==> config.mk <==
export PLATFORM = sky130hd
export DESIGN_NAME = i2c_master_bit_engine_flat
export DESIGN_NICKNAME = d
export VERILOG_FILES = /design/src/rtl/i2cbe_pkg.sv /design/src/rtl/i2cbe_if.sv /design/src/rtl/i2cbe_engine.sv /design/src/rtl/i2c_master_bit_engine.sv /design/src/flat_wrapper.sv
export VERILOG_INCLUDE_DIRS = /design/src /design/src/rtl
export SDC_FILE = /design/constraint.sdc
export NUM_CORES = 1
export LEC_CHECK = 0
export BUFFER_PORTS_ARGS = -buffer_cell sky130_fd_sc_hd__buf_2
export CAP_MARGIN = 30
export CELL_PAD_IN_SITES_DETAIL_PLACEMENT = 0
export CELL_PAD_IN_SITES_GLOBAL_PLACEMENT = 1
export CORE_ASPECT_RATIO = 1.4
export CORE_MARGIN = 3
export CORE_UTILIZATION = 47
export CTS_CLUSTER_SIZE = 12
export DETAILED_ROUTE_END_ITERATION = 12
export GPL_TIMING_DRIVEN = 0
export PLACE_DENSITY = 0.88
export SLEW_MARGIN = 20
export SYNTH_ARGS = -nofsm -noshare
export SYNTH_HDL_FRONTEND = slang
export SYNTH_SLANG_ARGS = --single-unit
==> constraint.sdc <==
create_clock -name clk_i -period 5.5 [get_ports clk_i]
set_clock_uncertainty 0.2 [all_clocks]
set_input_delay 0.275 -clock clk_i [delete_from_list [all_inputs] [get_ports clk_i]]
set_output_delay 0.275 -clock clk_i [all_outputs]
set_load 0.05 [all_outputs]
==> src/rtl/assert_macros.svh <==
// Assertion macros shared by the RTL files.
`ifndef ASSERT_MACROS_SVH
`define ASSERT_MACROS_SVH

// Property checked on the rising clock edge and ignored while reset is asserted.
`define ASSERT_CLK(label, clk, rst_n, prop) \
  label: assert property (@(posedge clk) disable iff (!(rst_n)) (prop)) \
    else $error("assertion failed");

// Condition that must never hold on a rising clock edge outside reset.
`define ASSERT_NEVER(label, clk, rst_n, cond) \
  label: assert property (@(posedge clk) disable iff (!(rst_n)) !(cond)) \
    else $error("forbidden condition seen");

`endif

==> src/rtl/i2cbe_pkg.sv <==
package i2cbe_pkg;

  typedef enum logic [2:0] {
    CMD_IDLE  = 3'd0,
    CMD_START = 3'd1,
    CMD_STOP  = 3'd2,
    CMD_WRITE = 3'd3,
    CMD_READ  = 3'd4,
    CMD_RACK  = 3'd5,
    CMD_SACK  = 3'd6
  } cmd_e;

  localparam logic [7:0] HALF_PERIOD_RESET = 8'd10;
  localparam logic [3:0] BYTE_BITS         = 4'd8;
  localparam logic [3:0] ACK_BITS          = 4'd1;

  typedef struct packed {
    logic [2:0] action;
    logic [7:0] tx_byte;
    logic       ack_level;
    logic       sda_in;
  } item_t;

  typedef struct packed {
    logic       scl_level;
    logic       sda_level;
    logic       busy_res;
    logic       done_res;
    logic [7:0] rx_byte;
    logic       ack_missing;
    logic       rejected;
  } result_t;

endpackage

==> src/rtl/i2cbe_if.sv <==
interface i2cbe_in_if;
  logic       valid;
  logic       ready;
  logic [2:0] action;
  logic [7:0] tx_byte;
  logic       ack_level;
  logic       sda_in;

  modport source (output valid, output action, output tx_byte, output ack_level,
                  output sda_in, input ready);
  modport sink (input valid, input action, input tx_byte, input ack_level,
                input sda_in, output ready);
endinterface

interface i2cbe_out_if;
  logic       valid;
  logic       ready;
  logic       scl_level;
  logic       sda_level;
  logic       busy_res;
  logic       done_res;
  logic [7:0] rx_byte;
  logic       ack_missing;
  logic       rejected;

  modport source (output valid, output scl_level, output sda_level, output busy_res,
                  output done_res, output rx_byte, output ack_missing,
                  output rejected, input ready);
  modport sink (input valid, input scl_level, input sda_level, input busy_res,
                input done_res, input rx_byte, input ack_missing, input rejected,
                output ready);
endinterface

interface i2cbe_cfg_if;
  logic       valid;
  logic       ready;
  logic [7:0] half_period_ticks;

  modport source (output valid, output half_period_ticks, input ready);
  modport sink (input valid, input half_period_ticks, output ready);
endinterface

==> src/rtl/i2cbe_engine.sv <==
`include "assert_macros.svh"

module i2cbe_engine (
  input  logic                clk_i,
  input  logic                rst_ni,
  input  logic                en_i,
  input  logic [7:0]          half_period_i,
  input  i2cbe_pkg::item_t    item_i,
  output i2cbe_pkg::result_t  res_o
);

  i2cbe_pkg::cmd_e cmd_q, cmd_d;
  logic [2:0] ph_q, ph_d;
  logic [3:0] bi_q, bi_d;
  logic [7:0] wc_q, wc_d;
  logic [7:0] sr_q, sr_d;
  logic [7:0] rb_q, rb_d;
  logic       af_q, af_d;
  logic       scl_q, scl_d;
  logic       sda_q, sda_d;
  logic       done;
  logic       rej;

  always_ff @(posedge clk_i or negedge rst_ni) begin
    if (!rst_ni) begin
      cmd_q <= i2cbe_pkg::CMD_IDLE;
      ph_q  <= '0;
      bi_q  <= '0;
      wc_q  <= '0;
      sr_q  <= '0;
      rb_q  <= '0;
      af_q  <= 1'b1;
      scl_q <= 1'b1;
      sda_q <= 1'b1;
    end else if (en_i) begin
      cmd_q <= cmd_d;
      ph_q  <= ph_d;
      bi_q  <= bi_d;
      wc_q  <= wc_d;
      sr_q  <= sr_d;
      rb_q  <= rb_d;
      af_q  <= af_d;
      scl_q <= scl_d;
      sda_q <= sda_d;
    end
  end

  always_comb begin
    logic       is_cmd;
    logic       run;
    logic       hold;
    logic       fin;
    logic       is_rd;
    logic [3:0] last_bit;
    logic [7:0] hp_eff;

    cmd_d  = cmd_q;
    ph_d   = ph_q;
    bi_d   = bi_q;
    wc_d   = wc_q;
    sr_d   = sr_q;
    rb_d   = rb_q;
    af_d   = af_q;
    scl_d  = scl_q;
    sda_d  = sda_q;
    done   = 1'b0;
    rej    = 1'b0;
    run    = 1'b0;
    hold   = 1'b0;
    fin    = 1'b0;
    hp_eff = (half_period_i == '0) ? 8'd1 : half_period_i;
    is_cmd = (item_i.action >= 3'(i2cbe_pkg::CMD_START)) &&
             (item_i.action <= 3'(i2cbe_pkg::CMD_SACK));

    if (cmd_q != i2cbe_pkg::CMD_IDLE) begin
      rej = is_cmd;
      if (wc_q != '0) begin
        wc_d = wc_q - 8'd1;
      end
      run = (wc_d == '0);
    end else if (is_cmd) begin
      cmd_d = i2cbe_pkg::cmd_e'(item_i.action);
      ph_d  = '0;
      bi_d  = '0;
      case (cmd_d)
        i2cbe_pkg::CMD_WRITE: sr_d = item_i.tx_byte;
        i2cbe_pkg::CMD_SACK:  sr_d = {item_i.ack_level, 7'd0};
        default:              sr_d = '0;
      endcase
      run = 1'b1;
    end

    is_rd    = (cmd_d == i2cbe_pkg::CMD_READ) || (cmd_d == i2cbe_pkg::CMD_RACK);
    last_bit = ((cmd_d == i2cbe_pkg::CMD_WRITE) || (cmd_d == i2cbe_pkg::CMD_READ)) ?
               i2cbe_pkg::BYTE_BITS : i2cbe_pkg::ACK_BITS;

    if (run) begin
      case (cmd_d)
        i2cbe_pkg::CMD_START: begin
          if (ph_d == 3'd0) begin
            sda_d = 1'b1;
            scl_d = 1'b1;
            hold  = 1'b1;
          end else if (ph_d == 3'd1) begin
            sda_d = 1'b0;
            hold  = 1'b1;
          end else if (ph_d == 3'd2) begin
            scl_d = 1'b0;
            hold  = 1'b1;
          end else begin
            fin = 1'b1;
          end
        end
        i2cbe_pkg::CMD_STOP: begin
          if (ph_d == 3'd0) begin
            sda_d = 1'b0;
            scl_d = 1'b1;
            hold  = 1'b1;
          end else begin
            sda_d = 1'b1;
            fin   = 1'b1;
          end
        end
        default: begin
          if (ph_d >= 3'd3) begin
            bi_d = bi_d + 4'd1;
            if (bi_d >= last_bit) begin
              fin = 1'b1;
            end else begin
              ph_d = '0;
            end
          end
          if (!fin) begin
            if (ph_d == 3'd0) begin
              sda_d = is_rd ? 1'b1 : sr_d[3'd7 - bi_d[2:0]];
            end else if (ph_d == 3'd1) begin
              scl_d = 1'b1;
            end else begin
              if (is_rd) begin
                sr_d = {sr_d[6:0], item_i.sda_in};
              end
              scl_d = 1'b0;
            end
            hold = 1'b1;
          end
        end
      endcase
    end

    if (hold) begin
      wc_d = hp_eff;
      ph_d = ph_d + 3'd1;
    end
    if (fin) begin
      if (cmd_d == i2cbe_pkg::CMD_READ) begin
        rb_d = sr_d;
      end else if (cmd_d == i2cbe_pkg::CMD_RACK) begin
        af_d = sr_d[0];
      end
      cmd_d = i2cbe_pkg::CMD_IDLE;
      ph_d  = '0;
      bi_d  = '0;
      wc_d  = '0;
      done  = 1'b1;
    end
  end

  always_comb begin
    res_o.scl_level   = scl_d;
    res_o.sda_level   = sda_d;
    res_o.busy_res    = (cmd_d != i2cbe_pkg::CMD_IDLE);
    res_o.done_res    = done;
    res_o.rx_byte     = rb_d;
    res_o.ack_missing = af_d;
    res_o.rejected    = rej;
  end

  `ASSERT_CLK(a_done_goes_idle, clk_i, rst_ni,
              (en_i && done) |=> (cmd_q == i2cbe_pkg::CMD_IDLE))
  `ASSERT_CLK(a_idle_clean, clk_i, rst_ni,
              (cmd_q == i2cbe_pkg::CMD_IDLE) |-> (wc_q == '0 && ph_q == '0 && bi_q == '0))
  `ASSERT_CLK(a_busy_holds, clk_i, rst_ni,
              (cmd_q != i2cbe_pkg::CMD_IDLE) |-> (wc_q != '0 && bi_q < i2cbe_pkg::BYTE_BITS))
  `ASSERT_NEVER(a_reject_idle, clk_i, rst_ni,
                rej && (cmd_q == i2cbe_pkg::CMD_IDLE))

endmodule

==> src/rtl/i2c_master_bit_engine.sv <==
// I2C master bit engine. Every transaction on the input channel is one bus timing tick and
// may carry a command (start, stop, write byte, read byte, read acknowledge, send
// acknowledge) together with the sampled SDA level; every one produces exactly one result
// transaction with the SCL and SDA levels to drive, the busy and done flags, the last
// received byte, the last acknowledge result and a flag for a command dropped while busy.
// The block takes one transaction per clock cycle, sustained, for as long as the result
// side is ready: an input register and a result register each hold one tick, so a
// transaction passes through the input register and then the result register before its
// result is offered. The half period register may be written only while no
// transaction is in flight and no command is running; a value of zero behaves as one.
`include "assert_macros.svh"

module i2c_master_bit_engine (
  input  logic  clk_i,
  input  logic  rst_ni,
  i2cbe_in_if.sink    in_i,
  i2cbe_out_if.source out_o,
  i2cbe_cfg_if.sink   cfg_i
);

  logic                s1_valid_q, s1_valid_d;
  i2cbe_pkg::item_t    s1_item_q;
  logic                out_valid_q, out_valid_d;
  i2cbe_pkg::result_t  out_q;
  i2cbe_pkg::result_t  res;
  logic [7:0]          half_period_q;
  logic                adv;
  logic                in_acc;

  assign adv         = s1_valid_q && (!out_valid_q || out_o.ready);
  assign in_i.ready  = !s1_valid_q || adv;
  assign in_acc      = in_i.valid && in_i.ready;
  assign cfg_i.ready = 1'b1;

  always_comb begin
    s1_valid_d = s1_valid_q;
    if (in_acc) begin
      s1_valid_d = 1'b1;
    end else if (adv) begin
      s1_valid_d = 1'b0;
    end
    out_valid_d = out_valid_q;
    if (adv) begin
      out_valid_d = 1'b1;
    end else if (out_o.ready) begin
      out_valid_d = 1'b0;
    end
  end

  always_ff @(posedge clk_i or negedge rst_ni) begin
    if (!rst_ni) begin
      s1_valid_q    <= 1'b0;
      out_valid_q   <= 1'b0;
      half_period_q <= i2cbe_pkg::HALF_PERIOD_RESET;
    end else begin
      s1_valid_q  <= s1_valid_d;
      out_valid_q <= out_valid_d;
      if (cfg_i.valid && cfg_i.ready) begin
        half_period_q <= cfg_i.half_period_ticks;
      end
    end
  end

  always_ff @(posedge clk_i) begin
    if (in_acc) begin
      s1_item_q.action    <= in_i.action;
      s1_item_q.tx_byte   <= in_i.tx_byte;
      s1_item_q.ack_level <= in_i.ack_level;
      s1_item_q.sda_in    <= in_i.sda_in;
    end
    if (adv) begin
      out_q <= res;
    end
  end

  i2cbe_engine u_engine (
    .clk_i         (clk_i),
    .rst_ni        (rst_ni),
    .en_i          (adv),
    .half_period_i (half_period_q),
    .item_i        (s1_item_q),
    .res_o         (res)
  );

  assign out_o.valid       = out_valid_q;
  assign out_o.scl_level   = out_q.scl_level;
  assign out_o.sda_level   = out_q.sda_level;
  assign out_o.busy_res    = out_q.busy_res;
  assign out_o.done_res    = out_q.done_res;
  assign out_o.rx_byte     = out_q.rx_byte;
  assign out_o.ack_missing = out_q.ack_missing;
  assign out_o.rejected    = out_q.rejected;

  `ASSERT_CLK(a_stall_only_when_full, clk_i, rst_ni,
              !in_i.ready |-> (s1_valid_q && out_valid_q && !out_o.ready))
  `ASSERT_CLK(a_advance_fills_output, clk_i, rst_ni,
              adv |=> out_valid_q)
  `ASSERT_NEVER(a_input_overwrite, clk_i, rst_ni,
                in_acc && s1_valid_q && !adv)

endmodule
==> src/flat_wrapper.sv <==
// flat-port wrapper written by rule: the top's interface ports become plain ports
module i2c_master_bit_engine_flat 
  (clk_i, rst_ni, in_i_valid, in_i_action, in_i_tx_byte, in_i_ack_level, in_i_sda_in, in_i_ready, out_o_valid, out_o_scl_level, out_o_sda_level, out_o_busy_res, out_o_done_res, out_o_rx_byte, out_o_ack_missing, out_o_rejected, out_o_ready, cfg_i_valid, cfg_i_half_period_ticks, cfg_i_ready);
  i2cbe_in_if in_i_i ();
  i2cbe_out_if out_o_i ();
  i2cbe_cfg_if cfg_i_i ();
  input  logic clk_i;
  input  logic rst_ni;
  input wire logic [$bits(in_i_i.valid)-1:0] in_i_valid;
  input wire logic [$bits(in_i_i.action)-1:0] in_i_action;
  input wire logic [$bits(in_i_i.tx_byte)-1:0] in_i_tx_byte;
  input wire logic [$bits(in_i_i.ack_level)-1:0] in_i_ack_level;
  input wire logic [$bits(in_i_i.sda_in)-1:0] in_i_sda_in;
  output wire logic [$bits(in_i_i.ready)-1:0] in_i_ready;
  output wire logic [$bits(out_o_i.valid)-1:0] out_o_valid;
  output wire logic [$bits(out_o_i.scl_level)-1:0] out_o_scl_level;
  output wire logic [$bits(out_o_i.sda_level)-1:0] out_o_sda_level;
  output wire logic [$bits(out_o_i.busy_res)-1:0] out_o_busy_res;
  output wire logic [$bits(out_o_i.done_res)-1:0] out_o_done_res;
  output wire logic [$bits(out_o_i.rx_byte)-1:0] out_o_rx_byte;
  output wire logic [$bits(out_o_i.ack_missing)-1:0] out_o_ack_missing;
  output wire logic [$bits(out_o_i.rejected)-1:0] out_o_rejected;
  input wire logic [$bits(out_o_i.ready)-1:0] out_o_ready;
  input wire logic [$bits(cfg_i_i.valid)-1:0] cfg_i_valid;
  input wire logic [$bits(cfg_i_i.half_period_ticks)-1:0] cfg_i_half_period_ticks;
  output wire logic [$bits(cfg_i_i.ready)-1:0] cfg_i_ready;
  assign in_i_i.valid = in_i_valid;
  assign in_i_i.action = in_i_action;
  assign in_i_i.tx_byte = in_i_tx_byte;
  assign in_i_i.ack_level = in_i_ack_level;
  assign in_i_i.sda_in = in_i_sda_in;
  assign in_i_ready = in_i_i.ready;
  assign out_o_valid = out_o_i.valid;
  assign out_o_scl_level = out_o_i.scl_level;
  assign out_o_sda_level = out_o_i.sda_level;
  assign out_o_busy_res = out_o_i.busy_res;
  assign out_o_done_res = out_o_i.done_res;
  assign out_o_rx_byte = out_o_i.rx_byte;
  assign out_o_ack_missing = out_o_i.ack_missing;
  assign out_o_rejected = out_o_i.rejected;
  assign out_o_i.ready = out_o_ready;
  assign cfg_i_i.valid = cfg_i_valid;
  assign cfg_i_i.half_period_ticks = cfg_i_half_period_ticks;
  assign cfg_i_ready = cfg_i_i.ready;
  i2c_master_bit_engine u_core (.clk_i(clk_i), .rst_ni(rst_ni), .in_i(in_i_i), .out_o(out_o_i), .cfg_i(cfg_i_i));
endmodule
==> out/qor.csv, run 1 <==
stage,metric,value,unit
status,status,completed,
timing,Max Fclk,207,MHz
power,Comb pwr share,44.1,%
power,Lkg Pwr,2.05,nW
logic_synthesis,synth top area cells,"dfrtp_1, edfxtp_1, mux2_2",
power,Internal Power,1.50,mW
setup_path,CP max stage cell,nor4b_1,
timing,Final Hold Vio Count,0,
floorplan,die area,0.0103,mm2
timing,Slew headroom,39.3,%
timing,fin crit share,87.6,%
placed_design,pre-CTS setup slack,737,ps
logic_synthesis,register area share after synthesis,46.8,%
power,PD cells,481,mW/mm2
logic_synthesis,Synth Cell Area,0.00426,mm2
timing,Worst Max-Slew Pin Slew,904,ps
logic_synthesis,synth warn,0,
placed_design,GPL Wtd Cong,0.904,
finish,Final #Nets,500,
min_path,Hold Startpoint,out_o_ready,
timing,setup ws final,680,ps
floorplan,Initial Util,48.9,%
setup_path,Reg2Reg Setup Slack,680,ps
timing,count of pins over their slew limit,0,
grt,pin count of the biggest net entering global routing,25,
route,Final ANT Viol Nets,0,
route,DR WL/cell,18.2,um
setup_path,CP max stage delay,390,ps
min_path,Hold Path Depth,3,
logic_synthesis,ys flop type,dfrtp_1,
power,Pwr Total,2.47,mW
power,sequential power share,32.2,%
setup_path,R2R Path Start,u_core.s1_item_q[12],
route,# DRC,0,
clocking,CTS tree,yes,
clocking,clk_lat worst skew,340,ps
grt,total gr overflow,0,
setup_path,Worst setup SP type,flop,
clocking,CTS buffer count,9,
clocking,Root Driver,clkbuf_16,
job,Max-Cap Viols,0,
logic_synthesis,share of the synthesized area in the top cell type,24.7,%
route,drt pass-1 iters,5,
route,1st-iter DRT viols,302,
logic_synthesis,asr flop ratio synth,63.5,%
route,Vias,3461,
route,Vias/cell,5.99,
logic_synthesis,post-synth net total,425,
floorplan,die height,119,um
logic_synthesis,syn_area_per_cell,10.8,um2
clocking,post-CTS sizing,0,
power,Max VDD drop,0.000237,V
finish,area added between synthesis and finish,20.7,%
floorplan,core area,0.00871,mm2
min_path,hold crit path type,in -> reg,
finish,ANT cells,0,
grt,GRT Total Usage,21.8,%
logic_synthesis,synth unique cells,85,
clocking,clk sinks,74,
placed_design,Port Buffers,40,
floorplan,Die Span X,86.5,um
logic_synthesis,"area leader, netlist",dfrtp_1,
finish,fillers,734,
route,total wire length,10500,um
finish,share of cells above drive strength 1,27.5,%
floorplan,io pins,43,
setup_path,crit path max fanout,10,
setup_path,Worst Path Arrival,4700,ps
logic_synthesis,most common cell in the netlist,dfrtp_1,
logic_synthesis,Mapped Cells,393,
finish,final core occ,59.1,%
logic_synthesis,commonest cells in the netlist,"dfrtp_1, mux2_2, nand2_1",
timing,Hold Slack,35.4,ps
timing,unrepaired setup endpoints after global routing,no,
floorplan,Rows,40,
grt,antenna violations before repair,0,
setup_path,worst-path cell chain,clkbuf_1 -> clkbuf_1 -> buf_1 -> and3b_1 -> or3_1 -> a21oi_1 -> ha_1 -> nor4b_1 -> a31oi_2 -> a32o_2 -> nand2_2 -> inv_2 -> nand3_2 -> mux2_2,
power,P_sw,0.970,mW
clocking,clk buf depth,2,
timing,Setup TNS,0,ps
logic_synthesis,Post-synth EDFFs,27,
grt,vias in the first global route,3530,
timing,Final min period,4820,ps
setup_path,crit end category,flop,
clocking,clock-pin transition on the worst setup and hold timing paths,60,ps
timing,# setup viols final,0,
setup_path,r2r worst-path depth,14,
grt,first-pass GRT wire length,17300,um
setup_path,worst r2r dst,u_core.out_o.rx_byte[2],
setup_path,worst setup path class,reg -> reg,
setup_path,most used cell along the critical path,clkbuf_1,
logic_synthesis,register bit total from synthesis,74,
power,clock network fraction of total power,23.7,%
min_path,hold path endpoint,u_core.out_o.valid,
power,Switching Fraction,39.2,%
placed_design,DP HPWL,7650,um
setup_path,CP required,5380,ps
clocking,htree depth,3,
## what timing repair did
| action | CTS | global route |
|---|---|---|
| hold buffers | 23 | 0 |
| setup buffers | 0 | 0 |
| hold endpoints to repair | 43 | 0 |
## cell usage in the layout, fill, tap and decap left out, drive strengths merged, types with 7 or more instances in the layout
cell | netlist | layout
dfrtp | 42 | 42
inv | 8 | 8
nor2 | 29 | 29
nor3 | 11 | 11
nand2 | 32 | 32
buf | 11 | 52
or3 | 8 | 8
clkbuf | 13 | 25
nor3b | 7 | 7
mux2 | 43 | 43
dlygate4sd3 | 0 | 23
o21ai | 20 | 20
a21oi | 15 | 15
edfxtp | 27 | 27
## kinds of logic after synthesis
family | synth area share [%]
buffers and inverters | 3.44
multiplexers | 12.8
adder cells (fa/ha/maj) | 2.00
XOR/XNOR | 0.823
other | 0.0880
flip-flops | 46.8
AO/OA/AOI/OAI | 17.3
AND/OR/NAND/NOR | 16.7
## per-layer routing
metal  vias up  GRT usage (%)  wire length (um)
met5         -              0                 0
met1      1664           24.0              3990
met4         0           12.6               417
li1       1635              -                 -
met2       130           38.6              5640
met3        32           3.28               485
## registers in the layout (all words and copies together), names as in the netlist, 3 cells and up
name	flops
u_core.out_o.rx_byte	8
u_core.u_engine.cmd_q	3
u_core.u_engine.rb_q	8
u_core.half_period_q	8
u_core.s1_item_q	13
u_core.u_engine.ph_q	3
u_core.u_engine.wc_q	8
u_core.u_engine.sr_q	8
u_core.u_engine.bi_q	4
## power groups by stage
stage          Sequential [mW]  Clock (mW)  Combinational (mW)
2_1_floorplan            0.815           0               0.790
3_3_place_gp             0.797           0                1.04
3_5_place_dp             0.801           0                1.06
4_1_cts                  0.793       0.595                1.08
5_1_grt                  0.809       0.616                1.21
6_report                 0.797       0.586                1.09
## critical path: cells and delay by family (launching register included)
kind            cells  cell delay, ps
fa+ha+maj           1             270
flops               1             330
buf+inv             4            1200
compound gates      3             830
mux                 1             380
simple gates        5            1350
## worst max path at each step
stage | start | end | cells past startpoint
6_report | u_core.s1_item_q[12] | u_core.out_o.rx_byte[2] | 14
5_1_grt | u_core.s1_item_q[12] | u_core.out_o.rx_byte[0] | 14
4_1_cts | u_core.s1_item_q[12] | u_core.out_o.rx_byte[2] | 14
3_5_place_dp | u_core.s1_item_q[12] | u_core.out_o.rx_byte[2] | 14
3_3_place_gp | u_core.s1_item_q[12] | u_core.out_o.rx_byte[3] | 14
2_1_floorplan | u_core.u_engine.cmd_q[0] | u_core.out_o.rx_byte[0] | 13
## metrics by stage
step,instance area [um2],std cells
global route,5140,578
CTS,5140,578
detailed placement,4610,539
finish,5140,578
global placement,4590,538
floorplan,4260,393
## cell type report
class	instances	area, um2	share of cell area (%)
Multi-Input combinational cell	287	2120	41.2
Sequential cell	74	1990	38.8
Timing Repair Buffer	64	450	8.76
Clock buffer	12	246	4.79
Tap cell	105	131	2.55
Buffer	24	118	2.29
Clock inverter	4	53.8	1.05
Inverter	8	30.0	0.584
Note: power is estimated with default switching activity, not from simulation.
==> run 2: changes to the inputs <==
==> constraint.sdc (replaced) <==
create_clock -name clk_i -period 5.5 [get_ports clk_i]
set_clock_uncertainty 0.2 [all_clocks]
set_input_delay 0 -clock clk_i [delete_from_list [all_inputs] [get_ports clk_i]]
set_output_delay 0 -clock clk_i [all_outputs]
set_load 0.05 [all_outputs]
==> run 2 against run 1 <==
  * Non-clock buffer count increased by 14
  * Worst hold slack improved by 130 ps
  * Fmax increased by 0.77%
  * Largest cell class unchanged
  * Worst setup slack improved by 37 ps
==> out/qor.csv, run 2 (same netlist as run 1, synthesis figures left out) <==
stage,metric,value,unit,change
floorplan,Rows,40,,unchanged
floorplan,Die Span X,86.5,um,unchanged
timing,unrepaired setup endpoints after global routing,no,,
route,1st-iter DRT viols,278,,-7.9%
finish,"commonest non-fill, non-tap cell in the layout",buf_2,,
status,status,completed,,
floorplan,Initial Util,48.9,%,unchanged
grt,first-pass GRT wire length,17900,um,+3.6%
power,Lkg Pwr,2.11,nW,+2.7%
placed_design,DP HPWL,7650,um,unchanged
floorplan,die area,0.0103,mm2,unchanged
setup_path,crit path max fanout,10,,unchanged
min_path,hold crit path type,in -> reg,,
finish,area of the multi-input gates,0.00212,mm2,unchanged
placed_design,Port Buffers,40,,unchanged
clocking,clock-pin transition on the worst setup and hold timing paths,60,ps,about the same
finish,Register Area,0.00199,mm2,unchanged
setup_path,Worst Path Arrival,4660,ps,-40 ps
floorplan,die height,119,um,unchanged
clocking,clk_lat worst skew,340,ps,about the same
grt,antenna violations before repair,0,,unchanged
grt,total gr overflow,0,,unchanged
route,Vias/cell,5.91,,-1.4%
route,drt pass-1 iters,4,,-1
timing,# setup viols final,0,,unchanged
clocking,setup repair bufs after CTS,0,,unchanged
setup_path,CP required,5380,ps,about the same
finish,max reg flops,13,,unchanged
setup_path,worst setup path class,reg -> reg,,
finish,most frequent cells in the layout,"buf_2, dfrtp_1, dlygate4sd3_1, mux2_2, nand2_1",,
route,# DRC,0,,unchanged
finish,ANT cells,0,,unchanged
finish,share of cells above drive strength 1,26.7,%,-0.79 points
clocking,CTS tree,yes,,
power,Pwr Total,2.49,mW,+0.62%
job,Max-Cap Viols,0,,unchanged
route,Vias,3496,,+1.0%
grt,vias in the first global route,3657,,+3.6%
placed_design,GPL Wtd Cong,0.904,,unchanged
floorplan,core area,0.00871,mm2,unchanged
clocking,CTS buffer count,9,,unchanged
timing,setup ws final,717,ps,+36.8 ps
timing,Slew headroom,38.9,%,-0.35 points
timing,Final Hold Vio Count,0,,unchanged
timing,count of pins over their slew limit,0,,unchanged
finish,fillers,719,,-2.0%
grt,GRT Total Usage,22.5,%,+0.75 points
clocking,Root Driver,clkbuf_16,,
timing,Final min period,4780,ps,-36.8 ps
route,total wire length,10800,um,+2.2%
finish,Biggest register,u_core.s1_item_q,,
power,Max VDD drop,0.000237,V,unchanged
clocking,clk buf depth,2,,unchanged
power,PD cells,471,mW/mm2,-2.0%
setup_path,crit end category,flop,,
timing,Max Fclk,209,MHz,+0.77%
timing,Setup TNS,0,ps,unchanged
grt,pin count of the biggest net entering global routing,25,,unchanged
clocking,clk sinks,74,,unchanged
clocking,htree depth,3,,unchanged
floorplan,io pins,43,,unchanged
route,DR WL/cell,18.2,um,-0.26%
timing,Worst Max-Slew Pin Slew,909,ps,+5.26 ps
placed_design,pre-CTS setup slack,737,ps,unchanged
timing,fin crit share,87.0,%,-0.67 points
setup_path,Worst setup SP type,flop,,
finish,Final #Nets,514,,+2.8%
finish,area added between synthesis and finish,24.0,%,
route,Final ANT Viol Nets,0,,unchanged
[run 2: area by class of cell]
class / count / area share (%)
tap: 105 / 2.49
inverter: 8 / 0.568
clock inverter: 4 / 1.02
multi-input combinational: 287 / 40.1
clock buffer: 12 / 4.67
timing repair buffer: 78 / 11.2
buffer: 24 / 2.23
sequential: 74 / 37.7
[run 2: per-stage QoR]
step                      instances  utilization [%]  area, um2  hold WS (ps)
after floorplan                 393                -       4260          -496
after global placement          538             52.7       4590         -22.3
after detailed placement        539             53.0       4610          -167
after CTS                       592             60.7       5280           151
after global routing            592             60.7       5280           175
final                           592             60.7       5280           166
[run 2: worst max-delay path, stage by stage, from the launching register on]
cell,delay [ps]
edfxtp_1,330
clkbuf_1,340
clkbuf_1,360
buf_1,360
and3b_1,220
or3_1,320
a21oi_1,220
ha_1,270
nor4b_1,390
a31oi_2,230
a32o_2,360
nand2_2,220
inv_2,120
nand3_2,200
mux2_2,380
[run 2: where the power goes]
group          switching [mW]  internal, mW  total (mW)
logic                   0.652         0.451        1.10
clock network           0.225         0.364       0.589
registers              0.0990         0.698       0.797
total                   0.975          1.51        2.49
[run 2: what timing repair did]
item                                   4_1_cts  5_1_grt
gates resized for setup                      0        0
hold buffers                                37        0
endpoints found under the hold margin       67        0
[run 2: per-layer routing]
metal | part of all wire (%) | routed length [um] | track usage, % | vias to the layer above
met5 | 0 | 0 | 0 | -
met2 | 55 | 5920 | 40.6 | 97
met3 | 3.6 | 392 | 3.21 | 26
met1 | 38 | 4070 | 24.5 | 1710
li1 | - | - | - | 1663
met4 | 3.5 | 381 | 12.6 | 0
[run 2: final timing paths]
check | start | to | slack, ps | depth (start not counted)
worst max-delay path | u_core.s1_item_q[12] | u_core.out_o.rx_byte[2] | 720 | 14
worst min-delay path | in_i_tx_byte[6] | u_core.s1_item_q[8] | 170 | 2
worst max register to register | u_core.s1_item_q[12] | u_core.out_o.rx_byte[2] | 720 | 14
worst min register to register | u_core.u_engine.sda_q | u_core.u_engine.sda_q | 300 | 2
max in group asynchronous | rst_ni | u_core.u_engine.sr_q[2] | 3590 | 4
min in group asynchronous | rst_ni | u_core.u_engine.sr_q[7] | 510 | 3
